===== config.mk =====
export PLATFORM = sky130hd
export DESIGN_NAME = crc_framed_link_codec_top
export DESIGN_NICKNAME = d
export VERILOG_FILES = /design/src/rtl/cflc_pkg.sv /design/src/rtl/cflc_in_stage.sv /design/src/rtl/cflc_seq.sv /design/src/rtl/cflc_out_stage.sv /design/src/rtl/crc_framed_link_codec_top.sv
export VERILOG_INCLUDE_DIRS = /design/src /design/src/rtl
export SDC_FILE = /design/constraint.sdc
export NUM_CORES = 1
export LEC_CHECK = 0
export ABC_AREA = 1
export BUFFER_PORTS_ARGS = -buffer_cell sky130_fd_sc_hd__buf_2
export CORE_MARGIN = 1.5
export CORE_UTILIZATION = 40
export DETAILED_ROUTE_END_ITERATION = 6
export PLACE_DENSITY_LB_ADDON = 0.1
export SLEW_MARGIN = 10
export SYNTH_ARGS = -nofsm -noshare
export SYNTH_HDL_FRONTEND = slang
export SYNTH_SLANG_ARGS = --single-unit

===== constraint.sdc =====
create_clock -name clk_i -period 3.6 [get_ports clk_i]
set_clock_uncertainty 0.2 [all_clocks]
set_input_delay 0.18 -clock clk_i [delete_from_list [all_inputs] [get_ports clk_i]]
set_output_delay 0.18 -clock clk_i [all_outputs]
set_load 0.01 [all_outputs]

===== src/rtl/crc_framed_link_codec_top_defines.svh =====
// Assertion macros for the link codec RTL, used by cflc_seq.
// CFLC_ASSERT_CLK takes an explicit clock and active-low reset.
// CFLC_ASSERT uses the block's clk_i and rst_ni.
`ifndef CRC_FRAMED_LINK_CODEC_TOP_DEFINES_SVH
`define CRC_FRAMED_LINK_CODEC_TOP_DEFINES_SVH

`ifndef SYNTHESIS
`define CFLC_ASSERT_CLK(label, clk, rst_n, prop) \
  label: assert property (@(posedge clk) disable iff (!rst_n) (prop)) \
    else $error("link codec assertion failed");
`define CFLC_ASSERT(label, prop) \
  `CFLC_ASSERT_CLK(label, clk_i, rst_ni, prop)
`else
`define CFLC_ASSERT_CLK(label, clk, rst_n, prop)
`define CFLC_ASSERT(label, prop)
`endif

`endif


===== src/rtl/cflc_pkg.sv =====
`default_nettype none

package cflc_pkg;

  localparam int unsigned LengthBitsDef = 10;
  localparam int unsigned PlenW         = 10;

  localparam logic [15:0] CrcStart = 16'hFFFF;
  localparam logic [15:0] CrcPoly  = 16'h1021;
  localparam logic [7:0]  DirSend  = 8'h7F;
  localparam logic [7:0]  DirRecv  = 8'hFF;

  typedef enum logic [1:0] {
    OP_SEND_START = 2'd0,
    OP_SEND_BYTE  = 2'd1,
    OP_RECV_START = 2'd2,
    OP_RECV_BYTE  = 2'd3
  } op_e;

  typedef enum logic [2:0] {
    KIND_DIR     = 3'd0,
    KIND_HDR_HI  = 3'd1,
    KIND_HDR_LO  = 3'd2,
    KIND_PAYLOAD = 3'd3,
    KIND_CRC_HI  = 3'd4,
    KIND_CRC_LO  = 3'd5
  } kind_e;

  typedef struct packed {
    op_e         op;
    logic [15:0] header_word;
    logic [7:0]  data_byte;
  } item_t;

  typedef struct packed {
    logic [7:0]       out_byte;
    kind_e            byte_kind;
    logic             is_receive;
    logic [PlenW-1:0] payload_length;
    logic             more_fragments;
    logic             frame_end;
    logic             crc_bad;
    logic             last;
  } result_t;

  // One byte through the CRC register, most significant bit first.
  function automatic logic [15:0] crc_byte(logic [15:0] crc, logic [7:0] b);
    logic [15:0] c;
    c = crc ^ {b, 8'h00};
    for (int i = 0; i < 8; i++) begin
      c = c[15] ? ({c[14:0], 1'b0} ^ CrcPoly) : {c[14:0], 1'b0};
    end
    return c;
  endfunction

endpackage

`default_nettype wire


===== src/rtl/cflc_in_stage.sv =====
`default_nettype none

module cflc_in_stage import cflc_pkg::*; (
  input  wire logic  clk_i,
  input  wire logic  rst_ni,
  input  wire logic  in_valid_i,
  output logic       in_stall_o,
  input  wire item_t in_data_i,
  input  wire logic  take_i,
  output logic       item_valid_o,
  output item_t      item_o
);

  logic  valid_q, valid_d;
  item_t item_q;
  logic  load;

  // The register frees itself in the cycle its item is finished.
  assign in_stall_o = valid_q && !take_i;
  assign load       = in_valid_i && !in_stall_o;

  always_comb begin
    valid_d = valid_q;
    if (take_i) begin
      valid_d = 1'b0;
    end
    if (load) begin
      valid_d = 1'b1;
    end
  end

  always_ff @(posedge clk_i or negedge rst_ni) begin
    if (!rst_ni) begin
      valid_q <= 1'b0;
    end else begin
      valid_q <= valid_d;
    end
  end

  always_ff @(posedge clk_i) begin
    if (load) begin
      item_q <= in_data_i;
    end
  end

  assign item_valid_o = valid_q;
  assign item_o       = item_q;

endmodule

`default_nettype wire


===== src/rtl/cflc_seq.sv =====
`default_nettype none

`include "crc_framed_link_codec_top_defines.svh"

module cflc_seq import cflc_pkg::*; #(
  parameter int unsigned LENGTH_BITS = LengthBitsDef
) (
  input  wire logic  clk_i,
  input  wire logic  rst_ni,
  input  wire logic  item_valid_i,
  input  wire item_t item_i,
  input  wire logic  out_ready_i,
  output logic       take_o,
  output logic       res_valid_o,
  output result_t    res_o
);

  localparam logic [15:0] LenMask = 16'((32'd1 << LENGTH_BITS) - 32'd1);

  // Frame phase codes.
  localparam logic [2:0] PhIdle    = 3'd0;
  localparam logic [2:0] PhHdrHi   = 3'd1;
  localparam logic [2:0] PhHdrLo   = 3'd2;
  localparam logic [2:0] PhPayload = 3'd3;
  localparam logic [2:0] PhCrcHi   = 3'd4;
  localparam logic [2:0] PhCrcLo   = 3'd5;

  // Emission steps within one item.
  localparam logic [2:0] StFirst = 3'd0;
  localparam logic [2:0] StHdrHi = 3'd1;
  localparam logic [2:0] StHdrLo = 3'd2;
  localparam logic [2:0] StCrcHi = 3'd3;
  localparam logic [2:0] StCrcLo = 3'd4;

  logic [15:0]            crc_q, crc_d;
  logic [LENGTH_BITS-1:0] rem_q, rem_d;
  logic [2:0]             phase_q, phase_d;
  logic                   recv_q, recv_d;
  logic [7:0]             hold_q, hold_d;
  logic [2:0]             step_q, step_d, step_nx;

  logic        emit, done, fire;
  result_t     res;
  logic [15:0] crc_nx;
  logic [15:0] hdr_rx;
  logic [7:0]  d;

  assign d      = item_i.data_byte;
  assign hdr_rx = {hold_q, d};

  always_comb begin
    crc_d   = crc_q;
    rem_d   = rem_q;
    phase_d = phase_q;
    recv_d  = recv_q;
    hold_d  = hold_q;
    step_nx = StFirst;
    emit    = 1'b0;
    done    = 1'b1;
    crc_nx  = crc_byte(crc_q, d);
    res     = '0;

    case (step_q)
      StFirst: begin
        case (item_i.op)
          OP_SEND_START: begin
            recv_d        = 1'b0;
            crc_d         = CrcStart;
            emit          = 1'b1;
            res.out_byte  = DirSend;
            res.byte_kind = KIND_DIR;
            done          = 1'b0;
            step_nx       = StHdrHi;
          end
          OP_SEND_BYTE: begin
            if (!recv_q && phase_q == PhPayload && rem_q != '0) begin
              emit          = 1'b1;
              res.out_byte  = d;
              res.byte_kind = KIND_PAYLOAD;
              crc_d         = crc_nx;
              rem_d         = rem_q - LENGTH_BITS'(1);
              if (rem_d == '0) begin
                done    = 1'b0;
                step_nx = StCrcHi;
              end else begin
                res.last = 1'b1;
              end
            end
          end
          OP_RECV_START: begin
            recv_d         = 1'b1;
            crc_d          = CrcStart;
            rem_d          = '0;
            phase_d        = PhHdrHi;
            emit           = 1'b1;
            res.out_byte   = DirRecv;
            res.byte_kind  = KIND_DIR;
            res.is_receive = 1'b1;
            res.last       = 1'b1;
          end
          OP_RECV_BYTE: begin
            if (recv_q) begin
              res.out_byte   = d;
              res.is_receive = 1'b1;
              res.last       = 1'b1;
              case (phase_q)
                PhHdrHi: begin
                  emit          = 1'b1;
                  crc_d         = crc_nx;
                  hold_d        = d;
                  res.byte_kind = KIND_HDR_HI;
                  phase_d       = PhHdrLo;
                end
                PhHdrLo: begin
                  emit               = 1'b1;
                  crc_d              = crc_nx;
                  rem_d              = hdr_rx[LENGTH_BITS-1:0];
                  res.byte_kind      = KIND_HDR_LO;
                  res.payload_length = PlenW'(hdr_rx & LenMask);
                  res.more_fragments = hdr_rx[10];
                  phase_d            = (rem_d != '0) ? PhPayload : PhCrcHi;
                end
                PhPayload: begin
                  emit          = 1'b1;
                  crc_d         = crc_nx;
                  res.byte_kind = KIND_PAYLOAD;
                  rem_d         = rem_q - LENGTH_BITS'(1);
                  if (rem_d == '0) begin
                    phase_d = PhCrcHi;
                  end
                end
                PhCrcHi: begin
                  emit          = 1'b1;
                  crc_d         = crc_nx;
                  res.byte_kind = KIND_CRC_HI;
                  phase_d       = PhCrcLo;
                end
                PhCrcLo: begin
                  emit          = 1'b1;
                  crc_d         = crc_nx;
                  res.byte_kind = KIND_CRC_LO;
                  res.frame_end = 1'b1;
                  res.crc_bad   = (crc_nx != 16'h0000);
                  phase_d       = PhIdle;
                  recv_d        = 1'b0;
                end
                default: begin
                  res = '0;
                end
              endcase
            end
          end
          default: begin
            emit = 1'b0;
          end
        endcase
      end
      StHdrHi: begin
        emit          = 1'b1;
        res.out_byte  = item_i.header_word[15:8];
        res.byte_kind = KIND_HDR_HI;
        crc_d         = crc_byte(crc_q, item_i.header_word[15:8]);
        done          = 1'b0;
        step_nx       = StHdrLo;
      end
      StHdrLo: begin
        emit          = 1'b1;
        res.out_byte  = item_i.header_word[7:0];
        res.byte_kind = KIND_HDR_LO;
        crc_d         = crc_byte(crc_q, item_i.header_word[7:0]);
        rem_d         = item_i.header_word[LENGTH_BITS-1:0];
        phase_d       = PhPayload;
        if (rem_d == '0) begin
          done    = 1'b0;
          step_nx = StCrcHi;
        end else begin
          res.last = 1'b1;
        end
      end
      StCrcHi: begin
        emit          = 1'b1;
        res.out_byte  = crc_q[15:8];
        res.byte_kind = KIND_CRC_HI;
        crc_d         = crc_byte(crc_q, crc_q[15:8]);
        done          = 1'b0;
        step_nx       = StCrcLo;
      end
      StCrcLo: begin
        // Folding in the high byte leaves the low byte in the upper half.
        emit          = 1'b1;
        res.out_byte  = crc_q[15:8];
        res.byte_kind = KIND_CRC_LO;
        res.frame_end = 1'b1;
        res.last      = 1'b1;
        crc_d         = crc_byte(crc_q, crc_q[15:8]);
        phase_d       = PhIdle;
        rem_d         = '0;
      end
      default: begin
        step_nx = StFirst;
      end
    endcase
  end

  // A byte-producing step waits for room in the output register.
  assign fire        = item_valid_i && (!emit || out_ready_i);
  assign take_o      = fire && done;
  assign res_valid_o = item_valid_i && emit;
  assign res_o       = res;
  assign step_d      = done ? StFirst : step_nx;

  always_ff @(posedge clk_i or negedge rst_ni) begin
    if (!rst_ni) begin
      crc_q   <= CrcStart;
      rem_q   <= '0;
      phase_q <= PhIdle;
      recv_q  <= 1'b0;
      hold_q  <= '0;
      step_q  <= StFirst;
    end else if (fire) begin
      crc_q   <= crc_d;
      rem_q   <= rem_d;
      phase_q <= phase_d;
      recv_q  <= recv_d;
      hold_q  <= hold_d;
      step_q  <= step_d;
    end
  end

  `CFLC_ASSERT(a_multi_step_holds_item, (step_q != StFirst) |-> item_valid_i)
  `CFLC_ASSERT(a_send_crc_residue_zero,
               (fire && step_q == StCrcLo) |=> (crc_q == 16'h0000 && phase_q == PhIdle))
  `CFLC_ASSERT(a_receive_has_phase, recv_q |-> (phase_q != PhIdle))
  `CFLC_ASSERT(a_send_steps_not_receiving, (step_q != StFirst) |-> !recv_q)

endmodule

`default_nettype wire


===== src/rtl/cflc_out_stage.sv =====
`default_nettype none

module cflc_out_stage import cflc_pkg::*; (
  input  wire logic    clk_i,
  input  wire logic    rst_ni,
  input  wire logic    res_valid_i,
  input  wire result_t res_i,
  output logic         ready_o,
  output logic         out_valid_o,
  input  wire logic    out_stall_i,
  output result_t      out_data_o
);

  logic    valid_q, valid_d;
  result_t res_q;
  logic    load;

  // Free when empty or when the held byte leaves in this cycle.
  assign ready_o = !valid_q || !out_stall_i;
  assign load    = res_valid_i && ready_o;

  always_comb begin
    valid_d = valid_q;
    if (ready_o) begin
      valid_d = res_valid_i;
    end
  end

  always_ff @(posedge clk_i or negedge rst_ni) begin
    if (!rst_ni) begin
      valid_q <= 1'b0;
    end else begin
      valid_q <= valid_d;
    end
  end

  always_ff @(posedge clk_i) begin
    if (load) begin
      res_q <= res_i;
    end
  end

  assign out_valid_o = valid_q;
  assign out_data_o  = res_q;

endmodule

`default_nettype wire


===== src/rtl/crc_framed_link_codec_top.sv =====
// An item waits in the input register, and each byte it yields in the output register.
// Throughput: up to one output byte per cycle while out_stall_i is low. An item
// yields one byte for most ops, three for a send start or a closing payload byte
// and five for an empty send; an item that yields no byte is still taken.
// Reset (rst_ni low, asynchronous) empties both registers, sets the CRC to all ones
// and returns the framer to idle, not receiving, with a zero length count.
`default_nettype none

module crc_framed_link_codec_top import cflc_pkg::*; #(
  parameter int unsigned LENGTH_BITS = LengthBitsDef
) (
  input  wire logic  clk_i,
  input  wire logic  rst_ni,
  input  wire logic  in_valid_i,
  output logic       in_stall_o,
  input  wire item_t in_data_i,
  output logic       out_valid_o,
  input  wire logic  out_stall_i,
  output result_t    out_data_o
);

  // The block is three parts in a row. The input register takes one transfer and
  // holds it while the sequencer walks through the bytes that it causes; it
  // frees itself in the very cycle the last byte is handed on, so a new item can
  // follow without a gap. The sequencer keeps the framing state (CRC register,
  // remaining length, phase, direction and the held header byte) and produces one
  // byte per cycle while the output register has room, with one CRC byte update in
  // its path. The output register parts the sequencer from the receiving side; while
  // a finished byte waits to be taken, steps that produce a byte wait as well.

  logic    item_valid;
  item_t   item;
  logic    take;
  logic    res_valid;
  result_t res;
  logic    out_ready;

  cflc_in_stage u_in_stage (
    .clk_i       (clk_i),
    .rst_ni      (rst_ni),
    .in_valid_i  (in_valid_i),
    .in_stall_o  (in_stall_o),
    .in_data_i   (in_data_i),
    .take_i      (take),
    .item_valid_o(item_valid),
    .item_o      (item)
  );

  // Sending frames add the direction byte, the header and the trailing CRC;
  // receiving frames classify and echo each byte and judge the residue at the end.
  cflc_seq #(
    .LENGTH_BITS(LENGTH_BITS)
  ) u_seq (
    .clk_i       (clk_i),
    .rst_ni      (rst_ni),
    .item_valid_i(item_valid),
    .item_i      (item),
    .out_ready_i (out_ready),
    .take_o      (take),
    .res_valid_o (res_valid),
    .res_o       (res)
  );

  cflc_out_stage u_out_stage (
    .clk_i      (clk_i),
    .rst_ni     (rst_ni),
    .res_valid_i(res_valid),
    .res_i      (res),
    .ready_o    (out_ready),
    .out_valid_o(out_valid_o),
    .out_stall_i(out_stall_i),
    .out_data_o (out_data_o)
  );

endmodule

`default_nettype wire


; ---- Yosys cells after proc, flatten, opt, wreduce, memory -nomap -nowiden
; Index checks and enable logic that the tools add are counted.
[totals]
wordCells = 198
output_inout_bits = 28
regBits = 90
input_bits = 30
[classes]
bitwise = 36
muxes = 83
n_addsub = 1
n_reduce_logical = 39
n_eq_ne = 20
[ops]
columns = operator, count
row1 = 2-to-1 mux 13 bit, 32
row2 = NOT 3 bit, 32
row3 = case mux 16 bit (4 select lines), 1
row4 = XOR 16 bit, 4
row5 = case mux 10 bit (3 select lines), 2
row6 = case mux 11 bit (5 select lines), 1
row7 = 2-to-1 mux 16 bit, 3
row8 = case mux 16 bit (3 select lines), 1
row9 = case mux 11 bit (4 select lines), 1
row10 = case mux 3 bit (5 select lines), 2
row11 = 2-to-1 mux 26 bit, 1
row12 = 2-to-1 mux 11 bit, 2
row13 = zero test 10 bit, 2
row14 = 2-to-1 mux 10 bit, 2
row15 = case mux 10 bit (2 select lines), 1
row16 = nonzero test 10 bit, 2
row17 = nonzero test 16 bit, 1
row18 = 2-to-1 mux 3 bit, 5
row19 = case mux 1 bit (3 select lines), 5
row20 = "equality test 3 x 2 -> 1 bit, second input constant", 4
row21 = case mux 3 bit (2 select lines), 2
row22 = case mux 3 bit (4 select lines), 1
row23 = AND reduction 6 bit, 2
row24 = 2-to-1 mux 1 bit, 11
row25 = other kinds (28), 59

; ---- Depth between registers and ports, before layout
[logic_depth]
depth_word = 22
ltp_mapped = 15
mapped_depth_nobuf = 15

; ---- By module
; A second synthesis with hierarchy kept.
[hier_totals]
hier_cells = 680
area_unflattened_um2 = 5650.4
[by_module_without_submodules]
columns = mod, n_inst, cells_per_inst, seq_area_each_um2, area_per_inst_um2
row1 = cflc_seq, 1, 616, 920.9, 3990.1
row2 = cflc_in_stage, 1, 33, 805.8, 838.3
row3 = cflc_out_stage, 1, 31, 805.8, 822.0

; ---- Least setup slack after synthesis
; No wires, ideal clock.
[synth_timing]
kind = reg2reg
from = register u_in_stage.item_q (netlist bit u_in_stage.item_o[24])
to = register u_in_stage.item_q (netlist bit u_in_stage.item_o[0]), enable pin
t_required_ns = 2.982
setup_slack_ns = 0.161
n_path_buf = 1
stages_incl_launch_ff = 11
synth_period_minus_slack_ns = 3.439
t_arrival_ns = 2.821
setup_ns = 0.418
cell_sequence = edfxtp_1 inv_1 ha_1 clkbuf_1 nor2_2 nand3_2 nand4_2 nand2_4 inv_4 nand2_1 a21oi_1
[synth_between]
elab_chain_cells = 12
elab_cells_between_ends = 17
cone_classes = eq/ne (3) / mux (4) / reduce/logical (10)
[synth_lines]
columns = element, line_no
row1 = start: declaration, cflc_in_stage.sv:15  ; item_t item_q;
row2 = start signal: assignment, cflc_in_stage.sv:42  ; item_q <= in_data_i;
row3 = equality test 2 bit or zero test 2 bit (tied branches), cflc_seq.sv:65  ; case (item_i.op)
row4 = OR reduction 2 bit (no source line), --
row5 = case mux 1 bit (3 select lines), cflc_seq.sv:65
row6 = case mux 1 bit (2 select lines), cflc_seq.sv:63  ; case (step_q)
row7 = zero test 1 bit, cflc_seq.sv:206  ; assign fire = item_valid_i && (!emit || out_ready_i);
row8 = logical OR 1 bit, cflc_seq.sv:206
row9 = logical AND 1 bit, cflc_seq.sv:206
row10 = logical AND 1 bit *, cflc_seq.sv:207  ; assign take_o = fire && done;
row11 = zero test 1 bit *, cflc_in_stage.sv:19  ; assign in_stall_o = valid_q && !take_i;
row12 = logical AND 1 bit *, cflc_in_stage.sv:19
row13 = zero test 1 bit *, cflc_in_stage.sv:20  ; assign load = in_valid_i && !in_stall_o;
row14 = logical AND 1 bit *, cflc_in_stage.sv:20
row15 = net u_in_stage.load, cflc_in_stage.sv:16  ; logic load;
; Mark *: on every way through the listed nets, which the timed path passes. The rest lies on a longest branch.
; A chain may end at the register's enable or synchronous reset.

; ---- Final worst setup path
[layout_timing]
from = register u_in_stage.item_q (netlist bit u_in_stage.item_o[24])
to = register u_in_stage.item_q (netlist bit u_in_stage.item_o[10]), enable pin
; Same word-level chain as after synthesis.

==> impl_results.rst <==
.. list-table::
   :header-rows: 1

   * - Metric
     - Value
   * - Run status
     - completed
   * - Crit Path Class
     - reg2reg
   * - Number of clock sinks seen by CTS
     - 90
   * - Largest voltage drop on the vdd net
     - 439 µV
   * - Total core area
     - ~14,000 µm²
   * - PortBufs
     - 57
   * - Pre-CTS WS
     - 0.793 ns
   * - Cell variety after synth
     - 49
   * - Proportion of netlist area held by the largest area contributor
     - between 20% and 30%
   * - Setup Fix Bufs, Post-CTS
     - 0
   * - Number of violations of the max-capacitance limit
     - 0
   * - Vias in the first global route
     - around 4,700
   * - Pre-antenna DRT Iters
     - 5
   * - Number of antenna violations at the first check in global routing
     - 0
   * - Ratio of final minimum period to clock period
     - 78.1%
   * - Final worst slack
     - roughly 0.8 ns
   * - Die Footprint
     - 14,900 µm²
   * - Power density over cell area
     - 1070 nW/µm²
   * - Starting utilization of the core area
     - 40.9%
   * - Worst Max-Slew Pin Slew
     - about 1 ns
   * - Total Wirelength
     - 16.8 mm
   * - Post-CTS sizing
     - 0
   * - Via density per instance
     - 5.24
   * - Post-DP HPWL
     - 12.4 mm
   * - Number of DRC markers in iteration 0
     - 534
   * - Average cell area after synthesis
     - 8.24 µm²
   * - Area Growth Syn to Fin
     - 18.0%
   * - Horizontal extent of the die
     - 122 µm
   * - Cts-stage hold buffer count
     - 29
   * - Number of instances in the synthesized netlist
     - 687
   * - Clock tree from TritonCTS
     - yes
   * - Minimum hold slack
     - 0.294 ns
   * - Slew Limit Fails
     - 0
   * - Final nets
     - 805
   * - Max Fanout on Critical Path
     - 26
   * - Total of warnings raised by yosys
     - 0
   * - Final hold violations
     - 0
   * - Later-pin clock latency in the skew report
     - around 0.35 ns
   * - Relative slew margins
     - 33.5%
   * - Clock tree root buffer cell
     - sky130_fd_sc_hd__clkbuf_16
   * - Multi-input combinational cell area
     - 2700 µm²
   * - Top-Level Pins
     - 58
   * - Setup Total Neg Slack
     - 0 ns
   * - Worst Setup Start Kind
     - register
   * - Cell type with the highest aggregate area in the netlist
     - sky130_fd_sc_hd__edfxtp_1
   * - Final period demand of the worst path
     - roughly 2.8 ns
   * - Count of state elements after synthesis
     - 90
   * - Required arrival time at the worst endpoint
     - between 3 and 4 ns
   * - CTS H-Tree Depth
     - 3
   * - Prevailing post-synth register cell
     - sky130_fd_sc_hd__edfxtp_1
   * - Fill cell total of the finished layout
     - about 1,300
   * - Via count of the routed design
     - 4,981
   * - Data arrival at the endpoint of the critical path
     - 2.62 ns
   * - Setup slack of the most critical reg-to-reg path
     - 0.79 ns
   * - First-pass GRT wire length
     - ~26 mm
   * - Number of synthesized flops with an enable pin
     - 52
   * - Ratio of cells with drive above 1 in the final layout
     - between 10% and 20%
   * - Post-route antenna net violation count
     - 0
   * - Row cnt
     - 43
   * - Synth top area cells
     - sky130_fd_sc_hd__edfxtp_1, sky130_fd_sc_hd__nand2_1, sky130_fd_sc_hd__dfrtp_1
   * - Clock tree buffer depth
     - 2
   * - Die boundary height
     - 122 µm
   * - Proportion of synthesized chip area in sequential cells
     - 44.7%
   * - Setup violation total in the final timing report
     - 0
   * - Pin count of the biggest net entering global routing
     - 39
   * - RSZ-0062 raised after global routing
     - no
   * - ANT cells
     - 0
   * - Detailed-route DRC error count
     - 0
   * - Final weighted congestion in routability-driven placement
     - 0.887
   * - Worst Setup End Kind
     - register
   * - Hold WC Path Type
     - reg2reg
   * - Routed wire length per instance
     - about 18 µm
   * - Syn Std Cell Area
     - ~5700 µm²
   * - Post-synthesis net count
     - 727
   * - Clock transition time at the flip-flop clock pins of the worst setup and hold paths
     - around 0.060 ns
   * - FF+latch area
     - 2530 µm²
   * - Maximum operating frequency
     - 356 MHz
   * - Total Routing Usage GR
     - 23.5%
   * - Number of buffers created by CTS
     - 9
   * - Total global routing overflow
     - 0
   * - Async set-reset flop share out of synthesis
     - 42.2%
   * - LEAKAGE
     - 3.03 nW
[critical path, stage by stage, from the launching register on]
cell                       delay [ns]
sky130_fd_sc_hd__edfxtp_1        0.38
sky130_fd_sc_hd__inv_1           0.08
sky130_fd_sc_hd__ha_1            0.29
sky130_fd_sc_hd__nor2_2          0.41
sky130_fd_sc_hd__nand3_2         0.16
sky130_fd_sc_hd__nand4_2         0.14
sky130_fd_sc_hd__nand2_4         0.10
sky130_fd_sc_hd__inv_4           0.12
sky130_fd_sc_hd__nand2_1         0.09
sky130_fd_sc_hd__a21oi_2         0.12
sky130_fd_sc_hd__buf_4           0.36
[per-stage QoR]
stage          power, mW  std cells  cell area [µm²]  utilization [%]
3_5_place_dp        6.04        905             6080             44.0
6_report            7.14        950             6680             48.3
3_3_place_gp        6.04        905             6080             44.0
4_1_cts             7.14        950             6680             48.3
2_1_floorplan       5.00        687             5660                -
5_1_grt             7.70        950             6680             48.3
[cells in the final DEF (no fill, tap or decap), drive strengths merged, types with 2 or more instances in the layout]
cell,netlist,final
nand2,190,190
o22ai,11,11
xnor2,26,26
ha,10,10
a21oi,28,28
nor3,6,6
nor4,2,2
clkbuf,6,12
inv,81,81
nand3,31,31
dfrtp,22,22
nand4,13,13
a221oi,8,8
a22oi,2,2
dfstp,16,16
or2,2,2
dlygate4sd3,0,29
xor2,21,21
edfxtp,52,52
clkinv,1,3
bufinv,0,2
buf,16,60
nor2,67,67
nor3b,2,2
o21ai,57,57
o211ai,8,8
[cells by family after synthesis]
logic type	Yosys count	share of synthesized area, %
simple gates	315	24.8
compound gates	121	13.0
buf+inv	104	7.76
flops	90	44.7
xor+xnor	47	7.54
fa+ha+maj	10	2.21
[cells in the mapped netlist, drive strengths merged, types with 2 or more instances]
library cell	number
dfrtp	22
nor3	6
ha	10
xnor2	26
a22oi	2
or2	2
nor3b	2
edfxtp	52
nor2	67
buf	16
inv	81
nand2	190
o21ai	57
xor2	21
a221oi	8
a21oi	28
nand3	31
o211ai	8
clkbuf	6
nor4	2
o22ai	11
dfstp	16
nand4	13
[layout make-up]
type / count / area share (%)
sequential: 90 / 37.9
multi-input combinational: 493 / 40.4
clock inverter: 4 / 1.16
timing repair buffer: 89 / 8.95
tap: 180 / 3.37
inverter: 82 / 4.72
clock buffer: 12 / 3.54
[routing by layer]
metal / GRT usage, % / vias to the layer above / part of all wire [%]
met5: 0 / - / 0
met4: 7.35 / 0 / 1.7
met3: 4.45 / 20 / 5.3
met2: 36.3 / 187 / 45
met1: 33.4 / 2347 / 48
li1: - / 2427 / -
[state kept, by name (all words and copies together) (netlist names)]
register,cells
u_seq.phase_q,3
u_in_stage.item_o,26
u_seq.recv_q,1
u_seq.crc_q,16
u_seq.step_q,3
u_out_stage.out_valid_o,1
u_in_stage.item_valid_o,1
u_out_stage.out_data_o,26
u_seq.hold_q,3
u_seq.rem_q,10
[power by group]
group | switching (mW) | total (mW) | internal, mW
clock network | 0.408 | 1.02 | 0.612
logic | 2.61 | 3.96 | 1.35
registers | 0.424 | 2.15 | 1.73
total | 3.45 | 7.14 | 3.69
[final timing paths]
| kind | start | end | depth (start not counted) |
|---|---|---|---|
| setup reg to reg | u_in_stage.item_o[24] | u_in_stage.item_o[10] | 10 |
| hold / removal | u_seq.hold_q[2] | u_seq.hold_q[2] | 2 |
| max in group asynchronous | rst_ni | u_seq.hold_q[0] | 2 |
| setup / recovery | u_in_stage.item_o[24] | u_in_stage.item_o[10] | 10 |
| hold reg to reg | u_seq.hold_q[2] | u_seq.hold_q[2] | 2 |
| min in group asynchronous | rst_ni | u_seq.step_q[2] | 2 |
(Power assumes the default switching activity.)
